--- config.mk ---
export PLATFORM = sky130hd
export DESIGN_NAME = http_header_tokenizer_core
export DESIGN_NICKNAME = d
export VERILOG_FILES = /design/src/design/hht_pkg.sv /design/src/design/hht_in_stage.sv /design/src/design/hht_step.sv /design/src/design/http_header_tokenizer_core.sv
export VERILOG_INCLUDE_DIRS = /design/src /design/src/design
export SDC_FILE = /design/constraint.sdc
export NUM_CORES = 1
export LEC_CHECK = 0
export BUFFER_PORTS_ARGS = -buffer_cell sky130_fd_sc_hd__clkbuf_2
export CORE_MARGIN = 2
export CORE_UTILIZATION = 51
export CTS_BUF_LIST = sky130_fd_sc_hd__clkbuf_4 sky130_fd_sc_hd__clkbuf_8 sky130_fd_sc_hd__clkbuf_16
export CTS_CLUSTER_SIZE = 30
export DETAILED_ROUTE_END_ITERATION = 16
export PLACE_DENSITY = 0.71
export SYNTH_ARGS = -nofsm -noshare
export SYNTH_HDL_FRONTEND = slang
export SYNTH_SLANG_ARGS = --single-unit
--- constraint.sdc ---
create_clock -name clk -period 7.7 [get_ports clk]
set_input_delay 1.155 -clock clk [delete_from_list [all_inputs] [get_ports clk]]
set_output_delay 1.155 -clock clk [all_outputs]
set_load 0.1 [all_outputs]
--- src/design/assert_macros.svh ---
// ----------------------------------------------------------------------------
// Assertion macros
// Shared concurrent assertion helpers for the tokenizer design.
// ----------------------------------------------------------------------------
`ifndef ASSERT_MACROS_SVH
`define ASSERT_MACROS_SVH

// Checked on every rising edge of clk outside of reset.
`define ASSERT_CLK_RST(label, prop, msg) \
  label: assert property (@(posedge clk) disable iff (rst) (prop)) else $error(msg);

// Checked on every rising edge of clk, reset included.
`define ASSERT_CLK(label, prop, msg) \
  label: assert property (@(posedge clk) (prop)) else $error(msg);

`endif

--- src/design/hht_pkg.sv ---
// ----------------------------------------------------------------------------
// HTTP header tokenizer package
// Codes, character constants and shared types of the tokenizer.
// ----------------------------------------------------------------------------
package hht_pkg;

  localparam int KEY_COUNT_BITS_DEF   = 8;
  localparam int VALUE_COUNT_BITS_DEF = 10;

  localparam int CFG_W = 10;
  localparam logic [CFG_W-1:0] MAX_VALUE_RESET = 10'd256;

  localparam logic [7:0] KEY_LEN_CAP   = 8'd255;
  localparam logic [9:0] VALUE_LEN_CAP = 10'd1023;

  localparam logic [7:0] CH_CR    = 8'h0D;
  localparam logic [7:0] CH_LF    = 8'h0A;
  localparam logic [7:0] CH_COLON = 8'h3A;
  localparam logic [7:0] CH_SPACE = 8'h20;

  localparam logic [2:0] ROLE_SKIP  = 3'd0;
  localparam logic [2:0] ROLE_KEY   = 3'd1;
  localparam logic [2:0] ROLE_VALUE = 3'd2;
  localparam logic [2:0] ROLE_DELIM = 3'd3;
  localparam logic [2:0] ROLE_BODY  = 3'd4;

  localparam logic [1:0] EV_NONE  = 2'd0;
  localparam logic [1:0] EV_LINE  = 2'd1;
  localparam logic [1:0] EV_BLOCK = 2'd2;
  localparam logic [1:0] EV_ERROR = 2'd3;

  localparam logic [2:0] ERR_NONE      = 3'd0;
  localparam logic [2:0] ERR_EMPTY_KEY = 3'd1;
  localparam logic [2:0] ERR_KEY_BREAK = 3'd2;
  localparam logic [2:0] ERR_NO_SPACE  = 3'd3;
  localparam logic [2:0] ERR_EMPTY_VAL = 3'd4;
  localparam logic [2:0] ERR_TOO_LONG  = 3'd5;
  localparam logic [2:0] ERR_NO_LF     = 3'd6;

  typedef enum logic [3:0] {
    PH_START  = 4'd0,
    PH_KEY    = 4'd1,
    PH_COLON  = 4'd2,
    PH_SPACE  = 4'd3,
    PH_VALUE  = 4'd4,
    PH_CR     = 4'd5,
    PH_LF     = 4'd6,
    PH_END_CR = 4'd7,
    PH_DONE   = 4'd8,
    PH_ERROR  = 4'd9
  } hht_phase_t;

  typedef struct packed {
    logic [2:0] byte_role;
    logic [1:0] event_res;
    logic [7:0] key_length;
    logic [9:0] value_length;
    logic [2:0] error_code;
  } hht_result_t;

endpackage

--- src/design/hht_in_stage.sv ---
// ----------------------------------------------------------------------------
// Tokenizer input stage
// Registers one request from the input channel and releases it when the
// decode stage takes it.
// ----------------------------------------------------------------------------
module hht_in_stage
  import hht_pkg::*;
(
  input  logic       clk,
  input  logic       rst,
  input  logic       in_valid,
  output logic       in_ready,
  input  logic [7:0] data_byte,
  input  logic       start_block,
  input  logic       advance,
  output logic       stage_valid,
  output logic [7:0] stage_byte,
  output logic       stage_start
);

  logic accept;

  // The stage can refill in the same cycle that its request moves on.
  assign in_ready = !stage_valid || advance;
  assign accept   = in_valid && in_ready;

  always_ff @(posedge clk) begin
    if (rst) begin
      stage_valid <= 1'b0;
    end else if (accept) begin
      stage_valid <= 1'b1;
    end else if (advance) begin
      stage_valid <= 1'b0;
    end
  end

  always_ff @(posedge clk) begin
    if (accept) begin
      stage_byte  <= data_byte;
      stage_start <= start_block;
    end
  end

endmodule

--- src/design/hht_step.sv ---
// ----------------------------------------------------------------------------
// Tokenizer decode step
// Classifies one byte against the parser state and forms the next state and
// the result fields.
// ----------------------------------------------------------------------------
module hht_step
  import hht_pkg::*;
#(
  parameter int KEY_COUNT_BITS   = KEY_COUNT_BITS_DEF,
  parameter int VALUE_COUNT_BITS = VALUE_COUNT_BITS_DEF
) (
  input  logic [7:0]                  data_byte,
  input  logic                        start_block,
  input  hht_phase_t                  phase,
  input  logic [KEY_COUNT_BITS-1:0]   key_count,
  input  logic [VALUE_COUNT_BITS-1:0] value_count,
  input  logic [2:0]                  held_error,
  input  logic [CFG_W-1:0]            max_value_bytes,
  output hht_phase_t                  phase_next,
  output logic [KEY_COUNT_BITS-1:0]   key_count_next,
  output logic [VALUE_COUNT_BITS-1:0] value_count_next,
  output logic [2:0]                  held_error_next,
  output hht_result_t                 result
);

  localparam logic [KEY_COUNT_BITS-1:0]   KEY_CAP   = '1;
  localparam logic [VALUE_COUNT_BITS-1:0] VALUE_CAP = '1;
  localparam int CMP_W = (VALUE_COUNT_BITS > CFG_W) ? VALUE_COUNT_BITS : CFG_W;
  localparam int KLW   = (KEY_COUNT_BITS > 8) ? KEY_COUNT_BITS : 8;
  localparam int VLW   = (VALUE_COUNT_BITS > 10) ? VALUE_COUNT_BITS : 10;

  hht_phase_t                  ph0;
  logic [KEY_COUNT_BITS-1:0]   kc0;
  logic [VALUE_COUNT_BITS-1:0] vc0;
  logic [2:0]                  err0;
  logic [VALUE_COUNT_BITS-1:0] vc_inc;
  logic                        too_long;
  logic [2:0]                  role;
  logic [1:0]                  ev;
  logic                        is_cr;
  logic                        is_lf;
  logic                        is_colon;
  logic                        is_space;
  logic [KLW-1:0]              kc_wide;
  logic [VLW-1:0]              vc_wide;

  // A start flag restarts the parser before this byte is looked at.
  assign ph0  = start_block ? PH_START : phase;
  assign kc0  = start_block ? '0 : key_count;
  assign vc0  = start_block ? '0 : value_count;
  assign err0 = start_block ? ERR_NONE : held_error;

  assign is_cr    = (data_byte == CH_CR);
  assign is_lf    = (data_byte == CH_LF);
  assign is_colon = (data_byte == CH_COLON);
  assign is_space = (data_byte == CH_SPACE);

  assign vc_inc   = (vc0 == VALUE_CAP) ? vc0 : vc0 + 1'b1;
  assign too_long = CMP_W'(vc_inc) > CMP_W'(max_value_bytes);

  always_comb begin
    phase_next       = ph0;
    key_count_next   = kc0;
    value_count_next = vc0;
    held_error_next  = err0;
    role             = ROLE_SKIP;
    ev               = EV_NONE;
    unique case (ph0)
      PH_START: begin
        if (is_cr || is_lf) begin
          role = ROLE_SKIP;
        end else if (is_colon) begin
          phase_next      = PH_ERROR;
          held_error_next = ERR_EMPTY_KEY;
          ev              = EV_ERROR;
        end else begin
          phase_next       = PH_KEY;
          key_count_next   = KEY_COUNT_BITS'(1);
          value_count_next = '0;
          role             = ROLE_KEY;
        end
      end
      PH_KEY: begin
        if (is_colon) begin
          phase_next = PH_COLON;
          role       = ROLE_DELIM;
        end else if (is_cr || is_lf) begin
          phase_next      = PH_ERROR;
          held_error_next = ERR_KEY_BREAK;
          ev              = EV_ERROR;
        end else begin
          key_count_next = (kc0 == KEY_CAP) ? kc0 : kc0 + 1'b1;
          role           = ROLE_KEY;
        end
      end
      PH_COLON: begin
        if (is_space) begin
          phase_next = PH_SPACE;
          role       = ROLE_DELIM;
        end else begin
          phase_next      = PH_ERROR;
          held_error_next = ERR_NO_SPACE;
          ev              = EV_ERROR;
        end
      end
      PH_SPACE, PH_VALUE: begin
        if (is_cr) begin
          if (ph0 == PH_SPACE) begin
            phase_next      = PH_ERROR;
            held_error_next = ERR_EMPTY_VAL;
            ev              = EV_ERROR;
          end else begin
            phase_next = PH_CR;
            role       = ROLE_DELIM;
          end
        end else if (too_long) begin
          phase_next      = PH_ERROR;
          held_error_next = ERR_TOO_LONG;
          ev              = EV_ERROR;
        end else begin
          // Any byte other than CR, LF included, belongs to the value.
          value_count_next = vc_inc;
          phase_next       = PH_VALUE;
          role             = ROLE_VALUE;
        end
      end
      PH_CR: begin
        if (is_lf) begin
          phase_next = PH_LF;
          role       = ROLE_DELIM;
          ev         = EV_LINE;
        end else begin
          phase_next      = PH_ERROR;
          held_error_next = ERR_NO_LF;
          ev              = EV_ERROR;
        end
      end
      PH_LF: begin
        if (is_cr) begin
          phase_next = PH_END_CR;
          role       = ROLE_DELIM;
        end else if (is_colon) begin
          phase_next      = PH_ERROR;
          held_error_next = ERR_EMPTY_KEY;
          ev              = EV_ERROR;
        end else if (is_lf) begin
          phase_next      = PH_ERROR;
          held_error_next = ERR_KEY_BREAK;
          ev              = EV_ERROR;
        end else begin
          phase_next       = PH_KEY;
          key_count_next   = KEY_COUNT_BITS'(1);
          value_count_next = '0;
          role             = ROLE_KEY;
        end
      end
      PH_END_CR: begin
        if (is_lf) begin
          phase_next = PH_DONE;
          role       = ROLE_DELIM;
          ev         = EV_BLOCK;
        end else begin
          phase_next      = PH_ERROR;
          held_error_next = ERR_NO_LF;
          ev              = EV_ERROR;
        end
      end
      PH_DONE: begin
        role = ROLE_BODY;
      end
      default: begin
        // Held after an error, and the landing place for unused codes.
        phase_next = PH_ERROR;
        role       = ROLE_SKIP;
      end
    endcase
  end

  assign kc_wide = KLW'(key_count_next);
  assign vc_wide = VLW'(value_count_next);

  assign result.byte_role    = role;
  assign result.event_res    = ev;
  assign result.key_length   = (kc_wide > KLW'(KEY_LEN_CAP)) ? KEY_LEN_CAP : kc_wide[7:0];
  assign result.value_length = (vc_wide > VLW'(VALUE_LEN_CAP)) ? VALUE_LEN_CAP
                                                               : vc_wide[9:0];
  assign result.error_code   = held_error_next;

endmodule

--- src/design/http_header_tokenizer_core.sv ---
// ----------------------------------------------------------------------------
// HTTP header tokenizer core
// Tags each byte of a header block and reports finished lines, the end of
// the block and syntax errors.
//
//   Channel   Signals                                    Direction
//   input     in_valid, in_ready, data_byte, start_block  request in
//   output    out_valid, out_ready, byte_role, event_res,
//             key_length, value_length, error_code        result out
//   config    cfg_we, cfg_wdata                           write only
//
// A byte is registered on acceptance and decoded into the result register as
// it moves on from the input register; a stalled output holds it back.
// One byte is taken per cycle while the output is not stalled; the parser
// state updates as a byte moves from the input register into the result register.
// A stalled output holds its result and the input register keeps one more
// request; the input only stalls when both are full.
// Reset is synchronous; no clearing pass follows.
// ----------------------------------------------------------------------------
`include "assert_macros.svh"

module http_header_tokenizer_core
  import hht_pkg::*;
#(
  parameter int KEY_COUNT_BITS   = KEY_COUNT_BITS_DEF,
  parameter int VALUE_COUNT_BITS = VALUE_COUNT_BITS_DEF
) (
  input  logic             clk,
  input  logic             rst,
  input  logic             in_valid,
  output logic             in_ready,
  input  logic [7:0]       data_byte,
  input  logic             start_block,
  output logic             out_valid,
  input  logic             out_ready,
  output logic [2:0]       byte_role,
  output logic [1:0]       event_res,
  output logic [7:0]       key_length,
  output logic [9:0]       value_length,
  output logic [2:0]       error_code,
  input  logic             cfg_we,
  input  logic [CFG_W-1:0] cfg_wdata
);

  logic                        s1_valid;
  logic [7:0]                  s1_byte;
  logic                        s1_start;
  logic                        s1_move;
  logic [CFG_W-1:0]            max_value_bytes;
  hht_phase_t                  phase;
  hht_phase_t                  phase_next;
  logic [KEY_COUNT_BITS-1:0]   key_count;
  logic [KEY_COUNT_BITS-1:0]   key_count_next;
  logic [VALUE_COUNT_BITS-1:0] value_count;
  logic [VALUE_COUNT_BITS-1:0] value_count_next;
  logic [2:0]                  held_error;
  logic [2:0]                  held_error_next;
  hht_result_t                 result;
  hht_result_t                 out_reg;

  assign s1_move = s1_valid && (!out_valid || out_ready);

  hht_in_stage u_in_stage (
    .clk         (clk),
    .rst         (rst),
    .in_valid    (in_valid),
    .in_ready    (in_ready),
    .data_byte   (data_byte),
    .start_block (start_block),
    .advance     (s1_move),
    .stage_valid (s1_valid),
    .stage_byte  (s1_byte),
    .stage_start (s1_start)
  );

  hht_step #(
    .KEY_COUNT_BITS   (KEY_COUNT_BITS),
    .VALUE_COUNT_BITS (VALUE_COUNT_BITS)
  ) u_step (
    .data_byte        (s1_byte),
    .start_block      (s1_start),
    .phase            (phase),
    .key_count        (key_count),
    .value_count      (value_count),
    .held_error       (held_error),
    .max_value_bytes  (max_value_bytes),
    .phase_next       (phase_next),
    .key_count_next   (key_count_next),
    .value_count_next (value_count_next),
    .held_error_next  (held_error_next),
    .result           (result)
  );

  always_ff @(posedge clk) begin
    if (rst) begin
      max_value_bytes <= MAX_VALUE_RESET;
    end else if (cfg_we) begin
      max_value_bytes <= cfg_wdata;
    end
  end

  always_ff @(posedge clk) begin
    if (rst) begin
      phase       <= PH_START;
      key_count   <= '0;
      value_count <= '0;
      held_error  <= ERR_NONE;
    end else if (s1_move) begin
      phase       <= phase_next;
      key_count   <= key_count_next;
      value_count <= value_count_next;
      held_error  <= held_error_next;
    end
  end

  always_ff @(posedge clk) begin
    if (rst) begin
      out_valid <= 1'b0;
    end else if (s1_move) begin
      out_valid <= 1'b1;
    end else if (out_ready) begin
      out_valid <= 1'b0;
    end
  end

  always_ff @(posedge clk) begin
    if (s1_move) begin
      out_reg <= result;
    end
  end

  assign byte_role    = out_reg.byte_role;
  assign event_res    = out_reg.event_res;
  assign key_length   = out_reg.key_length;
  assign value_length = out_reg.value_length;
  assign error_code   = out_reg.error_code;

  `ASSERT_CLK_RST(a_error_event_tags, out_valid && event_res == EV_ERROR |-> byte_role == ROLE_SKIP && error_code != ERR_NONE, "error result without skip role or code")
  `ASSERT_CLK_RST(a_held_error_phase, held_error != ERR_NONE |-> phase == PH_ERROR, "held error outside the error phase")
  `ASSERT_CLK_RST(a_done_gives_body, phase == PH_DONE && s1_move && !s1_start |=> byte_role == ROLE_BODY, "byte after block end not tagged as body")
  `ASSERT_CLK(a_stall_only_when_full, !rst && !in_ready |-> s1_valid && out_valid, "input stalled with free space")

endmodule

==> Word level (Yosys, flattened, before mapping) <==
Index checks and enable logic that the tools add are counted.
{ "totals": {"register_bits": 72, "latch_bits": 0, "ramBits": 0, "romBits": 0, "in_bits": 24, "output_inout_bits": 28, "elab_cells": 125, "mem_count": 0} }
{ "classes": {"n_addsub": 2, "n_mul": 0, "div_mod_pow": 0, "n_lt_le_gt_ge": 3, "eq_ne": 14, "shift": 0, "mux": 80, "bitwise_logic": 0, "reduce_logical": 12} }
{ "ops": {"columns": ["operator", "n"], "rows": [
  ["10-bit 2-to-1 mux", 9],
  ["8-bit 2-to-1 mux", 9],
  ["3-bit 2-to-1 mux", 18],
  ["4-bit 2-to-1 mux", 13],
  ["2-bit 2-to-1 mux", 16],
  ["4-bit case mux with 8 select lines", 1],
  ["10-bit case mux with 3 select lines", 1],
  ["8-bit case mux with 3 select lines", 1],
  ["3-bit case mux with 7 select lines", 1],
  ["3-bit case mux with 6 select lines", 1],
  ["4-bit by 3-bit == test with 1-bit output (second input constant)", 4],
  ["8-bit by 4-bit == test with 1-bit output (second input constant)", 2],
  ["8-bit by 6-bit == test with 1-bit output (second input constant)", 2],
  ["2-bit case mux with 7 select lines", 1],
  ["10-bit by 1-bit adder with 10-bit output (second input constant)", 1],
  ["10-bit == test (second input constant)", 1],
  ["10-bit > comparator", 1],
  ["10-bit > comparator (second input constant)", 1],
  ["1-bit 2-to-1 mux", 9],
  ["8-bit by 1-bit adder with 8-bit output (second input constant)", 1],
  ["4-bit by 2-bit == test with 1-bit output (second input constant)", 2],
  ["8-bit == test (second input constant)", 1],
  ["8-bit > comparator (second input constant)", 1],
  ["4-bit by 1-bit == test with 1-bit output (second input constant)", 1],
  ["other kinds (7)", 13]
]} }

==> Depth between registers and ports, before layout <==
{ "depth": {"depth_word": 8, "mapped_depth": 20, "mapped_depth_nobuf": 14} }

==> Cells and area by module <==
A second synthesis with hierarchy kept.
{ "unflattened": {"hier_cells": 465, "hier_area_um2": 4451.8} }
{ "modules_own_cells": {"columns": ["mod", "n_inst", "cells_per_inst", "area_per_inst_um2", "seq_area_each_um2"], "rows": [
  ["http_header_tokenizer_core", 1, 171, 2308.5, 1501.4],
  ["hht_step", 1, 280, 1818.0, 0.0],
  ["hht_in_stage", 1, 14, 325.3, 290.3]
]} }

==> Worst setup path after synthesis <==
No wires, ideal clock.
{ "synth_timing": {"path_kind": "register -> register", "start": "reg u_in_stage.stage_start", "end": "reg value_count[3]", "setup_time_ps": 74, "t_arrival_ps": 4290, "required_ps": 7626, "path_slack_ps": 3336, "path_stages_with_launch": 20, "path_buffers": 5, "period_less_slack_ps": 4364, "cell_sequence": "edfxtp_1 buf_2 clkbuf_1 buf_1 nor2b_1 clkbuf_1 ha_1 and4b_1 nand4_1 clkbuf_1 nand4_1 xor2_1 nor2_1 ha_1 a21oi_1 o21ai_0 a2111oi_4 nor2_1 or4_1 a31oi_1"} }
{ "synth_via": {"elab_chain_cells": 7, "word_cells_on_any_way": 19, "classes_between": "add/sub: 1; order compare: 1; eq/ne: 4; mux: 11; reduce/logical: 2"} }
{ "synth_rtl": {"columns": ["element", "line_no", "rtl"], "rows": [
  ["start: declaration", "hht_in_stage.sv:18", "output logic stage_start"],
  ["start signal: assignment", "hht_in_stage.sv:40", "stage_start <= start_block;"],
  ["10-bit 2-to-1 mux", "hht_step.sv:50", "assign vc0 = start_block ? '0 : value_count;"],
  ["10-bit by 1-bit adder with 10-bit output / 10-bit == test (equally long branches)", "hht_step.sv:58", "assign vc_inc = (vc0 == VALUE_CAP) ? vc0 : vc0 + 1'b1;"],
  ["10-bit 2-to-1 mux", "hht_step.sv:58", null],
  ["10-bit > comparator", "hht_step.sv:59", "assign too_long = CMP_W'(vc_inc) > CMP_W'(max_value_bytes);"],
  ["10-bit 2-to-1 mux", "hht_step.sv:116", "end else if (too_long) begin"],
  ["10-bit 2-to-1 mux", "hht_step.sv:107", "if (is_cr) begin"],
  ["10-bit case mux with 3 select lines *", "hht_step.sv:68", "unique case (ph0)"],
  ["end signal: assignment", "http_header_tokenizer_core.sv:111", "value_count <= value_count_next;"],
  ["end: declaration", "http_header_tokenizer_core.sv:54", "logic [VALUE_COUNT_BITS-1:0] value_count;"]
]} }
Mark *: on every way between the ends. The rest lies on a longest branch, timed or not.
A chain may end at the register's enable or synchronous reset.

==> Final worst setup path <==
{ "layout_timing": {"start": "reg u_in_stage.stage_start", "end": "reg value_count[2]"} }
The elaborated chain is that of the path after synthesis.

==> out/qor.txt <==
Post-layout net count -> 561
Die Ht -> 96.4 um
Final worst-path cycle share -> 0.629
Post-Synth Adder-Cell Area -> 0.0345
Post-DP HPWL -> 7760 um
Setup TNS -> 0 ps
Reg clk slew, reported paths -> 80 ps
Max FO, Critical Path -> 36
Yosys warning count -> 0
CP max stage cell -> a2111oi_4
Clock Tree Root -> clkbuf_8
DR pass1 iterations -> 5
Most frequent cells in the layout -> 51 x clkbuf_2, 44 x nor2_1, 40 x nand2_1, 37 x dfxtp_1, 35 x edfxtp_1
Max Clk Rate -> 206 MHz
Crit path depth -> 15
Most used DFF post-synth -> dfxtp_1
CTS resizes -> 0
Vias in the first global route -> 3,795
Initial antenna violation count -> 0
Final setup viols -> 0
Top cell family by delay on the critical path -> simple AND/OR/NAND/NOR gates
Largest net degree at the start of global routing -> 37
Setup crit start -> u_in_stage.stage_start
RePlAce Congestion -> 0.916
CTS tree -> yes
Tot Pwr -> 877 uW
Reg2reg setup slack -> 2850 ps
CORE AREA -> 8260 um^2
Critical path endpoint category -> flop
Xor/xnor share of the synthesized area -> 0.0181
Buf/Inv on CP -> 1
Pre-CTS setup slack -> 2920 ps
Synth async-reset ratio -> 0
Compound-gate portion of the synthesized area -> 0.216
Switching pwr -> 240 uW
R2r endpoint -> value_count[2]
GRT Resource Usage Total -> 0.257
Worst-case vdd ir drop -> 105 uV
Layout cells sized above 1 -> 0.164
Clk sinks -> 72
Max-cap violation count -> 0
Post-synthesis simple-gate area fraction -> 0.246
Internal power -> 637 uW
Drt wl/cell -> 17.6 um
Via-per-instance ratio -> 6.39
Outcome -> finished, final reports clean
Antenna Nets Post-Route -> 0
First-pass GRT wire length -> 18,300 um
Flops & latches, synth -> 72
Pwr Density -> 181 nW/um^2
Syn Area/Cell -> 8.88 um^2
Mapped cell area -> 4350 um^2
Cts hold-fix bufs -> 0
Worst-margin pin slew -> 871 ps
Max incr delay on CP -> 620 ps
WL final -> 11,200 um
Final Util -> 0.588
Setup Skew -> 9.60 ps
Rel. slew slack -> 0.415
Initial core utilization -> 0.527
Layout area overhead -> 11.7%
Slew Viols, Final -> 0
DRC Markers -> 0
CP cell instances -> buf_4, nor2b_1, ha_1, and4b_1, nand4_1, nand4_1, xor2_1, nor2_1, ha_1, a21oi_1, o21ai_0, a2111oi_4, o21ai_1, or3_1, a311oi_1
Share of total power in the clock network -> 0.381
Net Sw Frac -> 0.274
GR Overflow Total -> 0
Endpoint required time on the critical path -> 7970 ps
Total CTS buffers -> 9
Arrival time worst endpoint -> 5110 ps
Full die area -> 9290 um^2
Clk_lat worst skew -> 360 ps
Hold_ws -> 492 ps
Synthesized instance count -> 490
Core Rows -> 33
Syn Nets -> 526
CTS H-tree lvls -> 3
Via count -> 4,058
Maximum root-to-sink buffer count -> 2
Ports -> 52
Largest family of logic cells by synthesized area -> simple AND/OR/NAND/NOR gates
Worst r2r path cells -> 15
Final Worst Setup Slack -> 2850 ps
# Post-CTS Setup Buffers -> 0
Crit path kind -> flop to flop
Leak -> 1.84 nW
Die W -> 96.4 um
Hold/Removal Path Class -> flop to flop
Port Buffer Count -> 51
Comb pwr share -> 0.133
Min Tclk post-route -> 4850 ps
Synth cell types -> 74
Sequential fraction of the synthesis area -> 0.412
Number of diodes -> 0
Worst setup path endpoint -> value_count[2]
Most common cell after layout, fill and taps aside -> clkbuf_2
FF-to-FF Start -> u_in_stage.stage_start
Multiplexer share of the synthesized area -> 0.0279
Final Hold Viols -> 0
DRT iter0 DRCs -> 404
Reg power frac -> 0.486
Nature of the critical path startpoint -> flop
EDFF count, synth -> 35
RSZ-0062 raised after global routing -> false
-- stage by stage --
step,instances,cell area (um^2)
6_report,635,4860
4_1_cts,635,4860
2_1_floorplan,490,4350
3_3_place_gp,619,4640
3_5_place_dp,619,4640
5_1_grt,635,4860
-- sequential cells by signal, indices dropped and copies added (netlist names) --
signal                  count
out_valid                   1
value_length               10
error_code                  3
u_in_stage.stage_byte       8
value_count                10
phase                       4
key_length                  8
u_in_stage.stage_valid      1
byte_role                   3
event_res                   2
max_value_bytes            10
held_error                  3
u_in_stage.stage_start      1
key_count                   8
-- cell usage after synthesis, types with 4 or more instances --
library cell | count | area (um^2)
and2_1 | 4 | 25.0
nand2_1 | 40 | 150
nand3b_1 | 4 | 30.0
o32ai_1 | 5 | 43.8
and3_1 | 10 | 62.6
edfxtp_1 | 35 | 1050
dfxtp_1 | 37 | 741
or3_1 | 7 | 43.8
mux2i_1 | 11 | 110
buf_2 | 6 | 30.0
a311oi_1 | 5 | 43.8
ha_1 | 12 | 150
nor2_1 | 44 | 165
clkbuf_1 | 20 | 75.1
inv_1 | 20 | 75.1
a21oi_1 | 28 | 140
xnor2_1 | 6 | 52.6
a22o_1 | 6 | 52.6
a31oi_1 | 10 | 62.6
nor2b_1 | 11 | 68.8
nor4_1 | 6 | 37.5
nand4_1 | 10 | 62.6
nor3_1 | 15 | 75.1
nand2b_1 | 4 | 25.0
o211ai_1 | 9 | 67.6
buf_1 | 5 | 18.8
nand4b_1 | 4 | 35.0
nand3_1 | 14 | 70.1
a211oi_1 | 7 | 52.6
o21ai_0 | 30 | 150
-- worst register-to-register path, cell delays in order (launching register included) --
cell,delay [ps]
edfxtp_1,360
buf_4,250
nor2b_1,380
ha_1,290
and4b_1,220
nand4_1,430
nand4_1,310
xor2_1,190
nor2_1,60
ha_1,310
a21oi_1,130
o21ai_0,160
a2111oi_4,620
o21ai_1,380
or3_1,430
a311oi_1,250
-- power by group through the flow --
stage	logic (mW)	registers [mW]	clock network [mW]
6_report	0.117	0.427	0.334
5_1_grt	0.126	0.429	0.355
4_1_cts	0.116	0.426	0.339
3_5_place_dp	0.116	0.435	0
3_3_place_gp	0.114	0.435	0
2_1_floorplan	0.0517	0.472	0
-- layout make-up --
| cell class | instances | area, um^2 |
|---|---|---|
| Fill cell | 769 | 3400 |
| Multi-Input combinational cell | 367 | 2360 |
| Sequential cell | 72 | 1790 |
| Timing Repair Buffer | 55 | 285 |
| Clock buffer | 12 | 146 |
| Tap cell | 105 | 131 |
| Inverter | 20 | 75.1 |
| Clock inverter | 4 | 68.8 |
-- per-layer routing --
| metal | track usage | vias up | routed length [um] |
|---|---|---|---|
| met4 | 0.108 | 0 | 316 |
| li1 | - | 1914 | - |
| met3 | 0.0768 | 31 | 1120 |
| met1 | 0.336 | 1895 | 4650 |
| met5 | 0 | - | 0 |
| met2 | 0.397 | 218 | 5120 |
-- kinds of logic after synthesis --
family          count (synthesis)
flops                          72
simple gates                  199
fa+ha+maj                      12
mux                            12
compound gates                135
xor+xnor                        9
buf+inv                        51
-- how the worst min path moves through the flow --
stage	from	endpoint	slack [ps]	depth (start not counted)
global placement	max_value_bytes[5]	max_value_bytes[5]	480	2
finish	max_value_bytes[8]	max_value_bytes[8]	490	2
detailed placement	max_value_bytes[8]	max_value_bytes[8]	490	2
CTS	max_value_bytes[8]	max_value_bytes[8]	500	2
floorplan	key_count[0]	key_count[0]	450	2
global route	key_count[0]	key_count[0]	540	2
No activity file was read; power rests on OpenSTA's default activity.
